$ cat src/rtl/core/sfr_pkg.sv
// shared types and constants for the framed receiver with crc-16 check
package sfr_pkg;

    localparam int PAYLOAD_DEPTH_DEF = 64;
    localparam int HEADER_BYTES      = 9;
    localparam int SYNC_BYTES        = 4;
    localparam int BYTE_INDEX_W      = 6;
    localparam int LEN_W             = 7;
    localparam int GAP_W             = 16;
    localparam int CFG_INDEX_W       = 3;
    localparam int CFG_DATA_W        = 16;

    localparam logic [15:0] CRC_POLY = 16'h1021;
    localparam logic [15:0] CRC_INIT = 16'h0000;

    localparam logic [CFG_INDEX_W-1:0] CFG_SYNC_0        = 3'd0;
    localparam logic [CFG_INDEX_W-1:0] CFG_SYNC_1        = 3'd1;
    localparam logic [CFG_INDEX_W-1:0] CFG_SYNC_2        = 3'd2;
    localparam logic [CFG_INDEX_W-1:0] CFG_SYNC_3        = 3'd3;
    localparam logic [CFG_INDEX_W-1:0] CFG_MAX_PAYLOAD   = 3'd4;
    localparam logic [CFG_INDEX_W-1:0] CFG_TIMEOUT_TICKS = 3'd5;

    localparam logic [7:0]       SYNC_RESET          = 8'd0;
    localparam logic [LEN_W-1:0] MAX_PAYLOAD_RESET   = 7'd64;
    localparam logic [GAP_W-1:0] TIMEOUT_TICKS_RESET = 16'd1000;

    localparam logic KIND_BYTE = 1'b0;
    localparam logic KIND_TICK = 1'b1;

    typedef struct packed {
        logic       kind;
        logic [7:0] data_byte;
    } item_t;

    typedef struct packed {
        logic [7:0]              source_addr;
        logic [7:0]              dest_addr;
        logic [7:0]              transaction_id;
        logic [7:0]              command;
        logic [LEN_W-1:0]        payload_length;
        logic [BYTE_INDEX_W-1:0] byte_index;
        logic [7:0]              payload_byte;
        logic                    last;
    } result_t;

    typedef struct packed {
        logic [7:0]       sync_byte_0;
        logic [7:0]       sync_byte_1;
        logic [7:0]       sync_byte_2;
        logic [7:0]       sync_byte_3;
        logic [LEN_W-1:0] max_payload;
        logic [GAP_W-1:0] timeout_ticks;
    } cfg_t;

    // one accepted frame waiting for readout
    typedef struct packed {
        logic [7:0]       source_addr;
        logic [7:0]       dest_addr;
        logic [7:0]       transaction_id;
        logic [7:0]       command;
        logic [LEN_W-1:0] payload_length;
        logic             bank;
    } desc_t;

    typedef struct packed {
        logic valid;
        logic bank;
    } release_t;

endpackage

$ cat src/rtl/core/sfr_ram.sv
// generic single-write, single-read ram with registered read data
module sfr_ram #(
    parameter int WIDTH = 8,
    parameter int DEPTH = 128,
    localparam int AW = (DEPTH > 1) ? $clog2(DEPTH) : 1
) (
    input  logic             clk,
    input  logic             wr_en,
    input  logic [AW-1:0]    wr_addr,
    input  logic [WIDTH-1:0] wr_data,
    input  logic             rd_en,
    input  logic [AW-1:0]    rd_addr,
    output logic [WIDTH-1:0] rd_data
);

    logic [WIDTH-1:0] mem_reg [DEPTH];
    logic [WIDTH-1:0] rd_data_reg;

    always_ff @(posedge clk)
    begin
        if (wr_en)
        begin
            mem_reg[wr_addr] <= wr_data;
        end
        if (rd_en)
        begin
            rd_data_reg <= mem_reg[rd_addr];
        end
    end

    assign rd_data = rd_data_reg;

endmodule

$ cat src/rtl/core/sfr_front.sv
// frame parser: sync hunt, header capture, payload write, crc check
module sfr_front
    import sfr_pkg::*;
#(
    parameter int PAYLOAD_DEPTH = PAYLOAD_DEPTH_DEF,
    localparam int IDX_W = (PAYLOAD_DEPTH > 1) ? $clog2(PAYLOAD_DEPTH) : 1
) (
    input  logic           clk,
    input  logic           rst_n,
    input  cfg_t           cfg,
    input  logic           push,
    output logic           full,
    input  item_t          item,
    output logic           ram_wr_en,
    output logic [IDX_W:0] ram_wr_addr,
    output logic [7:0]     ram_wr_data,
    output logic           desc_push,
    output desc_t          desc,
    input  release_t       release_bank
);

    localparam logic [LEN_W-1:0] POS_LEN   = LEN_W'(HEADER_BYTES - 1);
    localparam logic [LEN_W-1:0] POS_HDR   = LEN_W'(HEADER_BYTES);
    localparam logic [LEN_W-1:0] POS_FIRST = LEN_W'(SYNC_BYTES);
    localparam logic [7:0]       DEPTH_B   = 8'(PAYLOAD_DEPTH);

    function automatic logic [15:0] crc_update(input logic [15:0] crc, input logic [7:0] b);
        logic [15:0] c;
        c = crc ^ {b, 8'h00};
        for (int i = 0; i < 8; i++)
        begin
            c = c[15] ? ({c[14:0], 1'b0} ^ CRC_POLY) : {c[14:0], 1'b0};
        end
        return c;
    endfunction

    logic [LEN_W-1:0] pos_reg, pos_next;
    logic [7:0]       src_reg, src_next;
    logic [7:0]       dst_reg, dst_next;
    logic [7:0]       tid_reg, tid_next;
    logic [7:0]       cmd_reg, cmd_next;
    logic [LEN_W-1:0] len_reg, len_next;
    logic [15:0]      crc_reg, crc_next;
    logic [7:0]       crc_lo_reg, crc_lo_next;
    logic [GAP_W-1:0] gap_reg, gap_next;
    logic             wbank_reg, wbank_next;
    logic [1:0]       busy_reg, busy_next;

    logic             accept;
    logic [7:0]       b;
    logic [7:0]       want;
    logic [LEN_W-1:0] crc_pos;
    logic [15:0]      crc_step;

    assign full     = busy_reg[wbank_reg];
    assign accept   = push && !full;
    assign b        = item.data_byte;
    assign crc_pos  = POS_HDR + len_reg;
    assign crc_step = crc_update((pos_reg == '0) ? CRC_INIT : crc_reg, b);

    always_comb
    begin
        unique case (pos_reg[1:0])
            2'd0:    want = cfg.sync_byte_0;
            2'd1:    want = cfg.sync_byte_1;
            2'd2:    want = cfg.sync_byte_2;
            default: want = cfg.sync_byte_3;
        endcase
    end

    assign ram_wr_addr = {wbank_reg, IDX_W'(pos_reg - POS_HDR)};
    assign ram_wr_data = b;

    assign desc.source_addr    = src_reg;
    assign desc.dest_addr      = dst_reg;
    assign desc.transaction_id = tid_reg;
    assign desc.command        = cmd_reg;
    assign desc.payload_length = len_reg;
    assign desc.bank           = wbank_reg;

    always_comb
    begin
        pos_next    = pos_reg;
        src_next    = src_reg;
        dst_next    = dst_reg;
        tid_next    = tid_reg;
        cmd_next    = cmd_reg;
        len_next    = len_reg;
        crc_next    = crc_reg;
        crc_lo_next = crc_lo_reg;
        gap_next    = gap_reg;
        wbank_next  = wbank_reg;
        busy_next   = busy_reg;
        ram_wr_en   = 1'b0;
        desc_push   = 1'b0;

        if (release_bank.valid)
        begin
            busy_next[release_bank.bank] = 1'b0;
        end

        if (accept)
        begin
            if (item.kind == KIND_TICK)
            begin
                if (pos_reg != '0)
                begin
                    if (gap_reg >= cfg.timeout_ticks)
                    begin
                        pos_next = '0;
                        gap_next = '0;
                    end
                    else
                    begin
                        gap_next = gap_reg + 1'b1;
                    end
                end
            end
            else
            begin
                gap_next = '0;
                if (pos_reg < POS_FIRST)
                begin
                    if (b != want)
                    begin
                        pos_next = '0;
                    end
                    else
                    begin
                        crc_next = crc_step;
                        pos_next = pos_reg + 1'b1;
                    end
                end
                else if (pos_reg < POS_HDR)
                begin
                    if (pos_reg == POS_LEN &&
                        (b == 8'd0 || b > {1'b0, cfg.max_payload} || b > DEPTH_B))
                    begin
                        pos_next = '0;
                    end
                    else
                    begin
                        case (pos_reg - POS_FIRST)
                            7'd0:    src_next = b;
                            7'd1:    dst_next = b;
                            7'd2:    tid_next = b;
                            7'd3:    cmd_next = b;
                            default: len_next = b[LEN_W-1:0];
                        endcase
                        crc_next = crc_step;
                        pos_next = pos_reg + 1'b1;
                    end
                end
                else if (pos_reg < crc_pos)
                begin
                    ram_wr_en = 1'b1;
                    crc_next  = crc_step;
                    pos_next  = pos_reg + 1'b1;
                end
                else if (pos_reg == crc_pos)
                begin
                    crc_lo_next = b;
                    pos_next    = pos_reg + 1'b1;
                end
                else
                begin
                    // high crc byte closes the frame either way
                    pos_next = '0;
                    if ({b, crc_lo_reg} == crc_reg)
                    begin
                        desc_push            = 1'b1;
                        busy_next[wbank_reg] = 1'b1;
                        wbank_next           = !wbank_reg;
                    end
                end
            end
        end
    end

    always_ff @(posedge clk or negedge rst_n)
    begin
        if (!rst_n)
        begin
            pos_reg    <= '0;
            src_reg    <= '0;
            dst_reg    <= '0;
            tid_reg    <= '0;
            cmd_reg    <= '0;
            len_reg    <= '0;
            crc_reg    <= CRC_INIT;
            crc_lo_reg <= '0;
            gap_reg    <= '0;
            wbank_reg  <= 1'b0;
            busy_reg   <= '0;
        end
        else
        begin
            pos_reg    <= pos_next;
            src_reg    <= src_next;
            dst_reg    <= dst_next;
            tid_reg    <= tid_next;
            cmd_reg    <= cmd_next;
            len_reg    <= len_next;
            crc_reg    <= crc_next;
            crc_lo_reg <= crc_lo_next;
            gap_reg    <= gap_next;
            wbank_reg  <= wbank_next;
            busy_reg   <= busy_next;
        end
    end

endmodule

$ cat src/rtl/core/sfr_desc_fifo.sv
// two-entry queue of accepted frame descriptors between parser and readout
module sfr_desc_fifo
    import sfr_pkg::*;
(
    input  logic  clk,
    input  logic  rst_n,
    input  logic  push,
    input  desc_t din,
    input  logic  pop,
    output desc_t dout,
    output logic  empty
);

    // never more than one descriptor per payload bank
    desc_t      entry_reg [2];
    logic       wr_ptr_reg;
    logic       rd_ptr_reg;
    logic [1:0] count_reg;

    assign empty = (count_reg == 2'd0);
    assign dout  = entry_reg[rd_ptr_reg];

    always_ff @(posedge clk)
    begin
        if (push)
        begin
            entry_reg[wr_ptr_reg] <= din;
        end
    end

    always_ff @(posedge clk or negedge rst_n)
    begin
        if (!rst_n)
        begin
            wr_ptr_reg <= 1'b0;
            rd_ptr_reg <= 1'b0;
            count_reg  <= 2'd0;
        end
        else
        begin
            if (push)
            begin
                wr_ptr_reg <= !wr_ptr_reg;
            end
            if (pop && !empty)
            begin
                rd_ptr_reg <= !rd_ptr_reg;
            end
            count_reg <= count_reg + 2'(push) - 2'(pop && !empty);
        end
    end

endmodule

$ cat src/rtl/core/sfr_back.sv
// payload readout: walks one stored frame and presents one word per byte
module sfr_back
    import sfr_pkg::*;
#(
    parameter int PAYLOAD_DEPTH = PAYLOAD_DEPTH_DEF,
    localparam int IDX_W = (PAYLOAD_DEPTH > 1) ? $clog2(PAYLOAD_DEPTH) : 1
) (
    input  logic           clk,
    input  logic           rst_n,
    input  logic           desc_empty,
    input  desc_t          desc,
    output logic           desc_pop,
    output logic           ram_rd_en,
    output logic [IDX_W:0] ram_rd_addr,
    input  logic [7:0]     ram_rd_data,
    output release_t       release_bank,
    output logic           empty,
    input  logic           pop,
    output result_t        result
);

    typedef enum logic [1:0] {
        S_IDLE,
        S_READ,
        S_HOLD
    } state_t;

    state_t           state_reg, state_next;
    desc_t            desc_reg, desc_next;
    logic [IDX_W-1:0] k_reg, k_next;
    result_t          out_reg, out_next;
    logic             out_valid_reg, out_valid_next;

    logic slot_free;
    logic is_last;

    assign slot_free   = !out_valid_reg || pop;
    assign is_last     = (LEN_W'(k_reg) + 1'b1) == desc_reg.payload_length;
    assign ram_rd_en   = (state_reg == S_READ);
    assign ram_rd_addr = {desc_reg.bank, k_reg};
    assign empty       = !out_valid_reg;
    assign result      = out_reg;

    always_comb
    begin
        state_next         = state_reg;
        desc_next          = desc_reg;
        k_next             = k_reg;
        out_next           = out_reg;
        out_valid_next     = out_valid_reg && !pop;
        desc_pop           = 1'b0;
        release_bank.valid = 1'b0;
        release_bank.bank  = desc_reg.bank;

        unique case (state_reg)
            S_IDLE:
            begin
                if (!desc_empty)
                begin
                    desc_pop   = 1'b1;
                    desc_next  = desc;
                    k_next     = '0;
                    state_next = S_READ;
                end
            end
            S_READ:
            begin
                state_next = S_HOLD;
            end
            S_HOLD:
            begin
                if (slot_free)
                begin
                    out_next.source_addr    = desc_reg.source_addr;
                    out_next.dest_addr      = desc_reg.dest_addr;
                    out_next.transaction_id = desc_reg.transaction_id;
                    out_next.command        = desc_reg.command;
                    out_next.payload_length = desc_reg.payload_length;
                    out_next.byte_index     = BYTE_INDEX_W'(k_reg);
                    out_next.payload_byte   = ram_rd_data;
                    out_next.last           = is_last;
                    out_valid_next          = 1'b1;
                    if (is_last)
                    begin
                        // bank contents are all read, parser may reuse it
                        release_bank.valid = 1'b1;
                        state_next         = S_IDLE;
                    end
                    else
                    begin
                        k_next     = k_reg + 1'b1;
                        state_next = S_READ;
                    end
                end
            end
            default:
            begin
                state_next = S_IDLE;
            end
        endcase
    end

    always_ff @(posedge clk or negedge rst_n)
    begin
        if (!rst_n)
        begin
            state_reg     <= S_IDLE;
            out_valid_reg <= 1'b0;
            k_reg         <= '0;
        end
        else
        begin
            state_reg     <= state_next;
            out_valid_reg <= out_valid_next;
            k_reg         <= k_next;
        end
    end

    always_ff @(posedge clk)
    begin
        desc_reg <= desc_next;
        out_reg  <= out_next;
    end

endmodule

$ cat src/rtl/core/sync_frame_receiver_crc16_core.sv
// top level of the framed receiver: configuration registers and block wiring
//
// Words are received bytes or time ticks. The parser takes one word per clock
// while full is low; it hunts for the four sync bytes, captures the header,
// writes the payload into one of two ram banks and checks the crc-16/xmodem
// sent low byte first. A good frame is handed to the readout side, which
// delivers one result word per payload byte, each word taking a ram read
// then an output register load. full rises only while both payload banks
// hold frames still waiting to be read out. Rejected frames produce nothing.
// The ram needs no clearing after reset.
module sync_frame_receiver_crc16_core
    import sfr_pkg::*;
#(
    parameter int PAYLOAD_DEPTH = PAYLOAD_DEPTH_DEF
) (
    input  logic                   clk,
    input  logic                   rst_n,
    input  logic                   cfg_wr,
    input  logic [CFG_INDEX_W-1:0] cfg_index,
    input  logic [CFG_DATA_W-1:0]  cfg_data,
    input  logic                   push,
    output logic                   full,
    input  item_t                  item,
    output logic                   empty,
    input  logic                   pop,
    output result_t                result
);

    localparam int IDX_W     = (PAYLOAD_DEPTH > 1) ? $clog2(PAYLOAD_DEPTH) : 1;
    localparam int RAM_DEPTH = 2 << IDX_W;

    cfg_t cfg_reg;

    always_ff @(posedge clk or negedge rst_n)
    begin
        if (!rst_n)
        begin
            cfg_reg.sync_byte_0   <= SYNC_RESET;
            cfg_reg.sync_byte_1   <= SYNC_RESET;
            cfg_reg.sync_byte_2   <= SYNC_RESET;
            cfg_reg.sync_byte_3   <= SYNC_RESET;
            cfg_reg.max_payload   <= MAX_PAYLOAD_RESET;
            cfg_reg.timeout_ticks <= TIMEOUT_TICKS_RESET;
        end
        else if (cfg_wr)
        begin
            unique case (cfg_index)
                CFG_SYNC_0:        cfg_reg.sync_byte_0   <= cfg_data[7:0];
                CFG_SYNC_1:        cfg_reg.sync_byte_1   <= cfg_data[7:0];
                CFG_SYNC_2:        cfg_reg.sync_byte_2   <= cfg_data[7:0];
                CFG_SYNC_3:        cfg_reg.sync_byte_3   <= cfg_data[7:0];
                CFG_MAX_PAYLOAD:   cfg_reg.max_payload   <= cfg_data[LEN_W-1:0];
                CFG_TIMEOUT_TICKS: cfg_reg.timeout_ticks <= cfg_data[GAP_W-1:0];
                default:           ;
            endcase
        end
    end

    logic           ram_wr_en;
    logic [IDX_W:0] ram_wr_addr;
    logic [7:0]     ram_wr_data;
    logic           ram_rd_en;
    logic [IDX_W:0] ram_rd_addr;
    logic [7:0]     ram_rd_data;
    logic           desc_push;
    desc_t          desc_in;
    logic           desc_pop;
    desc_t          desc_out;
    logic           desc_empty;
    release_t       release_bank;

    sfr_front #(
        .PAYLOAD_DEPTH (PAYLOAD_DEPTH)
    ) u_front (
        .clk          (clk),
        .rst_n        (rst_n),
        .cfg          (cfg_reg),
        .push         (push),
        .full         (full),
        .item         (item),
        .ram_wr_en    (ram_wr_en),
        .ram_wr_addr  (ram_wr_addr),
        .ram_wr_data  (ram_wr_data),
        .desc_push    (desc_push),
        .desc         (desc_in),
        .release_bank (release_bank)
    );

    sfr_ram #(
        .WIDTH (8),
        .DEPTH (RAM_DEPTH)
    ) u_payload_ram (
        .clk     (clk),
        .wr_en   (ram_wr_en),
        .wr_addr (ram_wr_addr),
        .wr_data (ram_wr_data),
        .rd_en   (ram_rd_en),
        .rd_addr (ram_rd_addr),
        .rd_data (ram_rd_data)
    );

    sfr_desc_fifo u_desc_fifo (
        .clk   (clk),
        .rst_n (rst_n),
        .push  (desc_push),
        .din   (desc_in),
        .pop   (desc_pop),
        .dout  (desc_out),
        .empty (desc_empty)
    );

    sfr_back #(
        .PAYLOAD_DEPTH (PAYLOAD_DEPTH)
    ) u_back (
        .clk          (clk),
        .rst_n        (rst_n),
        .desc_empty   (desc_empty),
        .desc         (desc_out),
        .desc_pop     (desc_pop),
        .ram_rd_en    (ram_rd_en),
        .ram_rd_addr  (ram_rd_addr),
        .ram_rd_data  (ram_rd_data),
        .release_bank (release_bank),
        .empty        (empty),
        .pop          (pop),
        .result       (result)
    );

endmodule
$ cat config.mk
export PLATFORM = sky130hd
export DESIGN_NAME = sync_frame_receiver_crc16_core
export DESIGN_NICKNAME = d
export VERILOG_FILES = /design/src/rtl/core/sfr_pkg.sv /design/src/rtl/core/sfr_ram.sv /design/src/rtl/core/sfr_front.sv /design/src/rtl/core/sfr_desc_fifo.sv /design/src/rtl/core/sfr_back.sv /design/src/rtl/core/sync_frame_receiver_crc16_core.sv
export SDC_FILE = /design/constraint.sdc
export NUM_CORES = 1
export LEC_CHECK = 0
export BUFFER_PORTS_ARGS = -buffer_cell sky130_fd_sc_hd__buf_2
export CORE_MARGIN = 10
export CORE_UTILIZATION = 53
export CTS_CLUSTER_SIZE = 24
export DETAILED_ROUTE_END_ITERATION = 10
export PLACE_DENSITY_LB_ADDON = 0.3
export SYNTH_ARGS = -nofsm -noshare
export SYNTH_HDL_FRONTEND = slang
export SYNTH_HIERARCHICAL = 1
export SYNTH_SLANG_ARGS = --single-unit
export TNS_END_PERCENT = 100
$ cat constraint.sdc
create_clock -name clk -period 7.5 [get_ports clk]
set_input_delay 1.5 -clock clk [delete_from_list [all_inputs] [get_ports clk]]
set_output_delay 1.5 -clock clk [all_outputs]
set_load 0.01 [all_outputs]
Word-level counts from Yosys, hierarchy flattened
Memory sizes are Yosys's and may differ from the RTL's. A register that Yosys moved wholly into a read port is not among the register bits.
Cells that the tools add are included.
{"block": "totals", "reg_bits": 211, "latch_bits": 0, "ramBits": 1104, "rom_bits": 0, "inputBits": 33, "elab_cells": 215, "mem_count": 2}
{"name": "u_payload_ram.mem_reg", "depth": 128, "width": 8, "rd": 1, "rd_ports_with_merged_regs": 1, "write_ports": 1, "line": "sfr_ram.sv:16", "rtl": "logic [WIDTH-1:0] mem_reg [DEPTH];"}
{"name": "u_desc_fifo.entry_reg", "depth": 2, "width": 40, "rd": 1, "rd_ports_with_merged_regs": 1, "write_ports": 1, "line": "sfr_desc_fifo.sv:15", "rtl": "desc_t entry_reg [2];"}
{"block": "classes", "n_addsub": 9, "mul": 0, "n_div": 0, "order_cmp": 10, "n_eq_ne": 24, "n_shift": 0, "mux": 72, "bitwise": 20, "n_reduce_logical": 47}
{"cell": "two-way mux 16 bit", "n": 9}
{"cell": "two-way mux 13 bit", "n": 8}
{"cell": "two-way mux 7 bit", "n": 9}
{"cell": "AND reduction 6 bit", "n": 6}
{"cell": "two-way mux 1 bit", "n": 28}
{"cell": "NOT 3 bit", "n": 8}
{"cell": "one-hot mux 8 bit (3 select lines)", "n": 1}
{"cell": "two-way mux 2 bit", "n": 10}
{"cell": "AND reduction 2 bit", "n": 10}
{"cell": "two-way mux 6 bit", "n": 3}
{"cell": "adder 16 x 1 -> 16 bit (second input constant)", "n": 1}
{"cell": "equality test 16 bit", "n": 1}
{"cell": "greater-or-equal comparator 16 bit", "n": 1}
{"cell": "bitwise XOR 16 bit", "n": 1}
{"cell": "equality test 7 x 2 -> 1 bit (second input constant)", "n": 2}
{"cell": "equality test 7 bit", "n": 2}
{"cell": "zero test 7 bit", "n": 2}
{"cell": "one-hot mux 6 bit (2 select lines)", "n": 1}
{"cell": "greater-than comparator 8 x 7 -> 1 bit", "n": 1}
{"cell": "greater-than comparator 8 x 7 -> 1 bit (second input constant)", "n": 1}
{"cell": "zero test 8 bit", "n": 1}
{"cell": "inequality test 8 bit", "n": 1}
{"cell": "NOT 1 bit", "n": 8}
{"cell": "adder 4 x 7 -> 7 bit (first input constant)", "n": 1}
{"cell": "other kinds (40)", "n": 66}

Depth between registers and ports, before layout
{"block": "logic_depth", "depth_word": 22, "mapped_depth": 13, "ltp_nobuf": 13}

Hierarchy
The synthesis kept the hierarchy.
{"module": "sfr_ram", "instances": 1, "cells_per_inst": 1635, "area_each_um2": 39745.6}
{"module": "sfr_front", "instances": 1, "cells_per_inst": 547, "area_each_um2": 5765.5}
{"module": "sfr_back", "instances": 1, "cells_per_inst": 162, "area_each_um2": 3469.6}
{"module": "sfr_desc_fifo", "instances": 1, "cells_per_inst": 141, "area_each_um2": 3281.9}
{"module": "sync_frame_receiver_crc16_core", "instances": 1, "cells_per_inst": 121, "area_each_um2": 2109.5}

Worst setup path before layout
OpenSTA, ideal clock, no wires.
{"block": "synth_path", "path_type": "input to register", "startpoint": "input item[0] in the netlist's numbering", "endpoint": "memory u_desc_fifo/entry_reg[0][0] in the netlist's numbering, enable pin", "setup_ns": 0.442, "arrival_ns": 4.610, "setup_slack_ns": 2.448, "stages": 6, "cell_sequence": "clkbuf_1 xor2_1 nor4_1 nand2_1 nor3_1 nor2b_1"}
{"block": "synth_via", "elab_chain_len": 10}
{"element": "from (decl)", "line": "sync_frame_receiver_crc16_core.sv:23", "rtl": "input item_t item,"}
{"element": "equality test 16 bit", "line": "sfr_front.sv:169", "rtl": "if ({b, crc_lo_reg} == crc_reg)"}
{"element": "two-way mux 1 bit", "line": "sfr_front.sv:169"}
{"element": "two-way mux 1 bit", "line": "sfr_front.sv:160", "rtl": "else if (pos_reg == crc_pos)"}
{"element": "two-way mux 1 bit", "line": "sfr_front.sv:154", "rtl": "else if (pos_reg < crc_pos)"}
{"element": "two-way mux 1 bit", "line": "sfr_front.sv:134", "rtl": "else if (pos_reg < POS_HDR)"}
{"element": "two-way mux 1 bit", "line": "sfr_front.sv:122", "rtl": "if (pos_reg < POS_FIRST)"}
{"element": "two-way mux 1 bit", "line": "sfr_front.sv:104", "rtl": "if (item.kind == KIND_TICK)"}
{"element": "two-way mux 1 bit", "line": "sfr_front.sv:102", "rtl": "if (accept)"}
{"element": "net desc_push", "line": "sync_frame_receiver_crc16_core.sv:65", "rtl": "logic desc_push;"}
{"element": "two-way mux 1 bit", "line": "sfr_desc_fifo.sv:25", "rtl": "if (push)"}
{"element": "two-way mux 1 bit (not written as such)", "line": "sfr_desc_fifo.sv:27", "rtl": "entry_reg[wr_ptr_reg] <= din;"}
{"element": "to (decl)", "line": "sfr_desc_fifo.sv:15"}
The timed path passes the listed nets, and every way through them passes these cells.

Worst setup path after layout
{"block": "layout_path", "startpoint": "register u_front.wbank_reg", "endpoint": "memory u_payload_ram.mem_reg[10][1], enable pin"}
{"block": "layout_via", "elab_chain_len": 7}
{"element": "from (decl)", "line": "sfr_front.sv:46", "rtl": "logic wbank_reg, wbank_next;"}
{"element": "from (signal assigned)", "line": "sfr_front.sv:207", "rtl": "wbank_reg <= wbank_next;"}
{"element": "two-way mux 1 bit (not written as such) (2 in a row)", "line": "sfr_front.sv:55", "rtl": "assign full = busy_reg[wbank_reg];"}
{"element": "zero test 1 bit", "line": "sfr_front.sv:56", "rtl": "assign accept = push && !full;"}
{"element": "logical AND 1 bit", "line": "sfr_front.sv:56"}
{"element": "two-way mux 1 bit", "line": "sfr_front.sv:102"}
{"element": "net ram_wr_en", "line": "sync_frame_receiver_crc16_core.sv:59", "rtl": "logic ram_wr_en;"}
{"element": "two-way mux 1 bit", "line": "sfr_ram.sv:21", "rtl": "if (wr_en)"}
{"element": "two-way mux 1 bit (not written as such)", "line": "sfr_ram.sv:23", "rtl": "mem_reg[wr_addr] <= wr_data;"}
{"element": "to (decl)", "line": "sfr_ram.sv:16"}
The timed path passes the listed nets, and every way through them passes these cells. The select of a mux whose other input is x is not followed.

==> impl_metrics.tcl <==
set metrics [dict create \
    nets 2805 \
    largest_register_ffs 1024 \
    fin_crit_ns 4.65 \
    synthXorXnorAreaFrac_pct 1.48 \
    first_pass_iters 5 \
    crit_type "register to register" \
    pin_count 89 \
    clock_skew_ns 0.0311 \
    cts.sinks 1363 \
    die_area_sq_um 116000 \
    synthTopCellsByArea "edfxtp_1 (67%), mux4_2 (14%), dfrtp_1 (6.9%)" \
    outcome "complete, no violations" \
    hp-class "register to register" \
    synthAdderAreaFrac_pct 0.920 \
    slew_headroom_pct 18.5 \
    finalCritPeriodShare_pct 62.1 \
    rows 117 \
    hold_path_startpoint "u_back/desc_reg[26]" \
    synth.distinct_cells 83 \
    placed_cell_area_sq_um 56200 \
    syn-instance-count 2606 \
    synth-edff-count 1206 \
    syn_nets 2679 \
    clock_tree.htree_level_count 4 \
    synth_top_area_share_pct 66.6 \
    grt_overflow 0 \
    io_buffers 88 \
    end_kind "register" \
    intPower_mw 14.8 \
    fin_area_sq_um 60600 \
    fin_tns_setup_ns 0 \
    via_count 25800 \
    synth_top_family_by_area "multiplexers" \
    core_sq_um 102000 \
    finalHoldViolCount 0 \
    fmax_ghz 0.215 \
    final_cell_mix "edfxtp_1 (1206), mux4_2 (336), nor2_1 (147)" \
    yosysWarnings 6 \
    finalWirelength_um 119000 \
    synthFlopType "edfxtp_1" \
    layout_commonest_cell "edfxtp_1" \
    viasPerCell 6.13 \
    dp_hpwl_um 72400 \
    combinationalPowerShare_pct 23.8 \
    synthSimpleGateAreaFrac_pct 3.19 \
    die_x_um 340 \
    power_frac_clock_pct 32.5 \
    synth_area_per_cell_sq_um 20.9 \
    cts_tree "done" \
    startpoint_type "register" \
    maxCapViolations 0 \
    seq_area_frac_synth_pct 73.8 \
    rsz0062_at_grt "no" \
    cts_made_buffers 134 \
    p_sw_mw 5.72 \
    wire_per_inst_um 28.2 \
    finalSetupViolCount 0 \
    cts_root_buf "clkbuf_16" \
    reg2reg_from "u_front/wbank_reg" \
    synth_top_area_cell "edfxtp_1" \
    postCtsHoldBufs 0 \
    drive_gt1_share_pct 30.9 \
    p_per_area_nw_per_um2 338 \
    utilization_pct 59.5 \
    clock_latency_ns 0.74 \
    drtAntennaViolNets 0 \
    die_h_um 340 \
    synth_compound_area_share_pct 1.13 \
    vdd_ir_drop_max_v 0.000374 \
    grt_usage_pct 20.6 \
    place_congestion 0.819 \
    antenna_cells 0 \
    clk_pin_slew_ns 0.06 \
    r2r_setup_slack_ns 2.85 \
    holdPathStages 0 \
    post-cts-setup-buffers 0 \
    cts.path.max_buffers 3 \
    grt_pass1_wl_um 179000 \
    hold_end "u_back/result[40]" \
    tightestPinTransition_ns 1.22 \
    synthesis.area_sq_um 54400 \
    path_max_fanout 13 \
    whs_ns 0.412 \
    antenna_found_initial 1 \
    drt_iter0_drc 2540 \
    grt_max_degree 157 \
    drv_slew 0 \
    seqPwrFrac_pct 43.7 \
    drc 0 \
    synth_seq_cells 1363 \
    reg2reg_to "u_payload_ram/mem_reg[10][1]" \
    cp.arrival_ns 5.01 \
    power.leakage_nw 19.9 \
    worstRegToRegCells 9 \
    area_growth_pct 11.4 \
    initial_core_util_pct 53.4 \
    grt_pass1_vias 26600 \
    switching_share_pct 27.9 \
    required_ns 7.86 \
    p_total_mw 20.5 \
    synthMuxAreaShare_pct 17.7 \
    synthArstFlopShare_pct 11.5 \
    cts_resized 0 \
]
worst max-delay path, cell delays in order (launching register included):
cell,delay [ns]
dfrtp_1,0.74
mux2i_1,0.36
nand2_1,0.21
nor2_1,0.39
nand2_1,0.13
nor4_1,0.30
buf_4,0.26
nor2b_1,0.26
nand2_1,0.75
nor2_1,0.88
metrics by stage:
step	instances	setup WS, ns
finish	4209	2.85
global route	4209	2.59
CTS	4209	2.92
detailed placement	3964	2.47
global placement	3964	2.53
floorplan	2606	2.45
power groups by stage:
stage / logic (mW) / clock network (mW) / registers (mW)
after detailed placement: 4.86 / 0 / 9.12
after global routing: 5.15 / 7.10 / 9.01
after CTS: 4.89 / 6.79 / 8.97
after floorplan: 3.63 / 0 / 8.88
final: 4.87 / 6.67 / 8.96
after global placement: 4.80 / 0 / 9.10
Yosys cell counts (10+ instances only):
cell type,count
clkbuf_1,49
buf_1,21
ha_1,40
o21ai_0,10
nand4_1,13
edfxtp_1,1206
nand3_1,27
mux4_2,336
nand2_1,63
nor3_1,14
xor2_1,48
nor2_1,147
buf_4,24
buf_2,29
nor2b_1,19
mux2_4,49
inv_1,44
xnor2_1,40
mux2_2,116
a21oi_1,25
dfrtp_1,150
area by class of cell:
type                    instances  area, sq um
fillers                      7138        41300
flip-flops and latches       1363        40200
multi-input cells            1063        13300
clock buffers                 165         3660
well taps                    1368         1710
repair buffers                124          774
clock inverters                80          762
inverters                      46          175
logic make-up after synthesis:
family | Yosys count
multiplexers | 505
buffers and inverters | 180
XOR/XNOR | 90
AND/OR/NAND/NOR | 346
flip-flops | 1363
AO/OA/AOI/OAI | 82
adder cells (fa/ha/maj) | 40
routing by layer:
layer  vias up  global-route usage, %  part of all wire, %  wire length, um
li1      10800                      -                    -                -
met1     13700                   28.1                   40            47500
met2      1104                   32.8                   49            58200
met3       186                   5.21                  8.3             9870
met4         0                   6.20                  2.7             3210
met5         -                      0                    0                0
worst max path at each step:
stage                            startpoint                       endpoint  slack, ns  cells past startpoint
final                     u_front/wbank_reg   u_payload_ram/mem_reg[10][1]       2.85                      9
after global routing      u_front/wbank_reg  u_payload_ram/mem_reg[126][5]       2.59                     10
after CTS                 u_front/wbank_reg  u_payload_ram/mem_reg[122][2]       2.92                      9
after detailed placement            item[6]   u_desc_fifo/entry_reg[1][34]       2.47                      6
after global placement                 push  u_payload_ram/mem_reg[126][2]       2.53                     10
after floorplan                     item[0]    u_desc_fifo/entry_reg[0][0]       2.45                      6
Power figures use the tool's default switching activity.
